==> src/hdl/mbad_pkg.sv <==
// Shared constants and types for the masked block average downsampler.
`default_nettype none

package mbad_pkg;

    localparam int COORD_W    = 32;
    localparam int NLANE      = 3;
    localparam int MAX_WIDTH  = 1024;
    localparam int MAX_RATIO  = 8;
    localparam int ROW_LIMIT  = 1024;
    localparam int RATIO_W    = 4;
    localparam int DIM_W      = 11;
    localparam int EXT_W      = DIM_W + 1;
    localparam int COL_W      = $clog2(MAX_WIDTH);
    localparam int ROW_W      = $clog2(ROW_LIMIT);
    localparam int SUB_W      = $clog2(MAX_RATIO);
    localparam int CNT_W      = $clog2(MAX_RATIO * MAX_RATIO) + 1;
    localparam int SUM_W      = COORD_W + CNT_W - 1;
    localparam int DIV_CNT_W  = $clog2(SUM_W);
    localparam int IN_DATA_W  = NLANE * COORD_W;
    localparam int OUT_BITS   = NLANE * COORD_W + COL_W + ROW_W;
    localparam int OUT_DATA_W = ((OUT_BITS + 7) / 8) * 8;

    typedef struct packed {
        logic [NLANE-1:0][SUM_W-1:0] sum;
        logic [CNT_W-1:0]            cnt;
    } t_entry;

    typedef struct packed {
        logic accept;
        logic acc_wr;
        logic div_load;
        logic div_step;
        logic out_load;
    } t_cmd;

    typedef struct packed {
        logic in_block;
        logic item_end;
        logic div_last;
        logic out_free;
    } t_stat;

endpackage

`default_nettype wire

==> src/hdl/mbad_ctrl.sv <==
// Sequencer for the masked block average downsampler.
`default_nettype none

module mbad_ctrl (
    input  logic            i_clk,
    input  logic            i_rst_n,
    input  logic            i_s_tvalid,
    output logic            o_s_tready,
    input  mbad_pkg::t_stat i_stat,
    output mbad_pkg::t_cmd  o_cmd
);
    import mbad_pkg::*;

    localparam logic [1:0] ST_IDLE = 2'd0;
    localparam logic [1:0] ST_ACC  = 2'd1;
    localparam logic [1:0] ST_DIV  = 2'd2;
    localparam logic [1:0] ST_DONE = 2'd3;

    logic [1:0] r_state;
    logic [1:0] n_state;

    always_comb begin
        n_state = r_state;
        o_cmd   = '0;
        unique case (r_state)
            ST_IDLE: begin
                if (i_s_tvalid) begin
                    o_cmd.accept = 1'b1;
                    if (i_stat.in_block) n_state = ST_ACC;
                end
            end
            ST_ACC: begin
                o_cmd.acc_wr = 1'b1;
                if (i_stat.item_end) begin
                    o_cmd.div_load = 1'b1;
                    n_state        = ST_DIV;
                end else begin
                    n_state = ST_IDLE;
                end
            end
            ST_DIV: begin
                o_cmd.div_step = 1'b1;
                if (i_stat.div_last) n_state = ST_DONE;
            end
            ST_DONE: begin
                if (i_stat.out_free) begin
                    o_cmd.out_load = 1'b1;
                    n_state        = ST_IDLE;
                end
            end
            default: n_state = ST_IDLE;
        endcase
    end

    always_ff @(posedge i_clk) begin
        if (!i_rst_n) begin
            r_state <= ST_IDLE;
        end else begin
            r_state <= n_state;
        end
    end

    assign o_s_tready = (r_state == ST_IDLE);

endmodule

`default_nettype wire

==> config.mk <==
export PLATFORM = sky130hd
export DESIGN_NAME = mbad_ctrl
export DESIGN_NICKNAME = d
export VERILOG_FILES = /design/src/hdl/mbad_pkg.sv /design/src/hdl/mbad_ctrl.sv
export SDC_FILE = /design/constraint.sdc
export NUM_CORES = 1
export LEC_CHECK = 0
export BUFFER_PORTS_ARGS = -buffer_cell sky130_fd_sc_hd__buf_2
export CAP_MARGIN = 20
export CORE_AREA = 2 2 39 41
export CTS_BUF_LIST = sky130_fd_sc_hd__clkbuf_16
export DETAILED_ROUTE_END_ITERATION = 7
export DIE_AREA = 0 0 41 43
export SLEW_MARGIN = 20
export SYNTH_ARGS = -nofsm -noshare
export SYNTH_HDL_FRONTEND = slang
export SYNTH_SLANG_ARGS = --single-unit
export TNS_END_PERCENT = 10
==> constraint.sdc <==
create_clock -name i_clk -period 1.2 [get_ports i_clk]
set_clock_uncertainty 0.2 [all_clocks]
set_input_delay 0.24 -clock i_clk [delete_from_list [all_inputs] [get_ports i_clk]]
set_output_delay 0.24 -clock i_clk [all_outputs]
set_load 0.02 [all_outputs]
======== After elaboration in Yosys (flattened, before gate mapping) ========
Cells that the tools add are included.
word-level totals
  output and inout port bits .............. 6
  register bits ........................... 2
  word-level logic and storage cells ...... 23
  input port bits ......................... 7
operators by class
  equality and inequality tests ........... 7
  mux-type cells .......................... 13
  reductions and logical operators ........ 2
operators with widths
  kind                  number
  $mux W2               6
  $pmux W2 S4           1
  $mux W1               6
  $ne A2 B2 Y1 const B  3
  $eq A2 B2 Y1 const B  2
  $reduce_and A4 Y1     1
  $eq A2 B1 Y1 const B  1
  $logic_not A2 Y1      1
  $ne A2 B1 Y1 const B  1

======== Longest topological paths before layout ========
  depth after elaboration ................. 3
  depth in mapped cells ................... 2
  depth with buffers taken out ............ 2

======== Worst setup path after synthesis ========
Ideal clock, no wire load.
  path type ............................... register to output
  start point ............................. reg r_state[0]
  end point ............................... out o_cmd[4] (netlist name)
  cell stages (with the launch flop) ...... 3
  arrival time ............................ 0.962 ns
  path buffers ............................ 0
  setup slack ............................. -0.202 ns
  required time ........................... 0.760 ns
  cell sequence ........................... dfxtp_1 nor2_1 and2_1
RTL lines
  item                    RTL line         source
  start, declared         mbad_ctrl.sv:19  logic [1:0] r_state;
  start signal, assigned  mbad_ctrl.sv:59  r_state <= n_state;
  end, declared           mbad_ctrl.sv:10  output mbad_pkg::t_cmd o_cmd

==> impl_metrics.toml <==
[synth]
synth_edf_count = 0
ys_types = 14
ys.flop_type = "dfxtp_1"
ys_warn_count = 0
syn_inst = 15
netlist_area_um2 = 125
ys_seq_elements = 2
synth_seq_area_share = 0.320
synth_nets = 22
synth_area_leaders = "dfxtp_1 32%, a221oi_1 7.0%, and3b_1 7.0%, a21boi_0 6.0%, and2b_1 6.0%"
yosysMostFrequentCell = "dfxtp_1"
synth_top_area_frac = 0.320
synth_area_per_cell_um2 = 8.34
synth_top_cell_by_area = "dfxtp_1"
async_reset_ff_frac = 0

[timing]
fin_crit_sh = 1.15
rsz0062_at_grt = "yes"
slew_violations = 0
tightest_slew_ps = 166
hold_violations = 0
finalCriticalPeriod_ps = 1380
slew-limit-headroom = 0.889
setup_ws_ps = -177
max_freq_mhz = 726
setup_violations = 6

[clocking]
max-clock-path-buffers = 2
path_clk_slew_ps = 30
cts.htree.levels = 1
insertion_delay_ps = 220
cts_made_buffers = 3
cts_sinks = 2
cts_tree = "built"
cts_root_buf = "clkbuf_16"

[placed_design]
gp_congestion = 0.450
dpl-instance-area_um2 = 224
dp_slack_ps = -91.8
placement.io_buffers = 12

[die]
die_w_um = 41
dieArea_mm2 = 0.00176
die_h_um = 43
pin_count = 13
core_area_mm2 = 0.00138
row_count = 14
start_util = 0.0904

[global_route]
grt_pass1_vias = 169
grt_pass1_wl_um = 586
groute.layer.met2.usage = 0.0813
gr-max-usage-layer = "met2"
antenna_found_initial = 0
grt_use_total = 0.0570
use_met1 = 0.0349
met3_usage = 0.0576
grt_overflow_total = 0
grt_start_max_net_pins = 7

[routing]
dr.pass1.iters = 4
drtIter0Drc = 1
ant_nets = 0
via_count = 181
routed_via_density = 3.62
drc = 0
avgRoutedWirePerCell_um = 8.02
routed_wl_um = 401

[power]
peakVddDrop_uv = 405
p_leak_nw = 0.177
power_density_mw_per_mm2 = 1860

[outcome]
violations = "negative setup slack"
status = "complete, but fails checks"

[run]
cap_violations = 0

[critical_path]
crit_type = "register to output port"
cp_max_fo = 6
r2r_setup_slack_ps = 20
reg2reg_depth = 3
end_kind = "output port"
worstPathArrival_ps = 940
required_ps = 760
setup.worst_path.start_class = "register"

[min_path]
hold_depth = 2
worstHoldStart = "i_rst_n"
hold_path.class = "input pin to register"

[layout]
final_area_um2 = 373
area_growth_pct = 198
fin_util = 0.269
diodes = 0
nNetsFinal = 43
drive_above_1_share = 0.735
[cell usage in the layout (no fill, tap or decap), types with 2 or more instances in the layout]
master	n
buf_2	6
buf_6	5
buf_4	4
clkbuf_16	3
dfxtp_4	2
[logic make-up (layout without fill, tap and decap cells)]
| group | count (synthesis) | after routing | synth area share |
|---|---|---|---|
| and+or+nand+nor | 8 | 8 | 0.420 |
| AOI/OAI and AO/OA | 4 | 4 | 0.230 |
| DFF | 2 | 2 | 0.320 |
| buffers and inverters | 1 | 20 | 0.0300 |
[routing by layer]
layer,part of all wire,wire length [um],up-vias
met5,0,0,-
met4,0,0,0
met3,0.17,68,0
met2,0.46,185,13
met1,0.37,147,76
li1,-,-,92
[worst max-delay path by stage]
stage	startpoint	end	slack, ps	cells after the start
floorplan	register	register	-20	2
global placement	r_state[0]	o_cmd[4]	-80	3
detailed placement	r_state[0]	o_cmd[4]	-90	3
CTS	register	o_cmd[2]	-180	2
global route	register	o_cmd[2]	-210	2
finish	register	o_cmd[2]	-180	2
[cell type report]
| cell class | instances | area (um^2) |
|---|---|---|
| Fill cell | 154 | 1010 |
| Timing Repair Buffer | 16 | 120 |
| Multi-Input combinational cell | 12 | 106 |
| Clock buffer | 3 | 75.1 |
| Sequential cell | 2 | 47.5 |
| Tap cell | 16 | 20.0 |
| Inverter | 1 | 3.75 |
[worst max-delay path, cell delays in order, from the launching register on]
cell	delay, ps
dfxtp_4	370
and3b_2	220
buf_6	130
[stage by stage]
stage | hold slack, ps | power, W | setup TNS (ps) | instances
2_1_floorplan | 158 | 0.000130 | -28.4 | 15
3_3_place_gp | 271 | 0.000162 | -266 | 44
3_5_place_dp | 268 | 0.000162 | -334 | 44
4_1_cts | 42.1 | 0.000692 | -833 | 50
5_1_grt | 63.0 | 0.000726 | -1020 | 50
6_report | 39.6 | 0.000694 | -795 | 50
[power by group]
group	total, W	switching (W)	internal (W)
sequential	0.0000819	0.00000977	0.0000721
combinational	0.000114	0.0000485	0.0000656
clock	0.000498	0.0000739	0.000424
total	0.000694	0.000132	0.000561
[what timing repair did]
action | in CTS | in global routing
setup endpoints to repair | 6 | 8
hold buffers | 0 | 0
setup buffers | 3 | 0
pin swaps | 2 | 1
gates resized for setup | 13 | 6
Note: power is estimated with default switching activity, not from simulation.
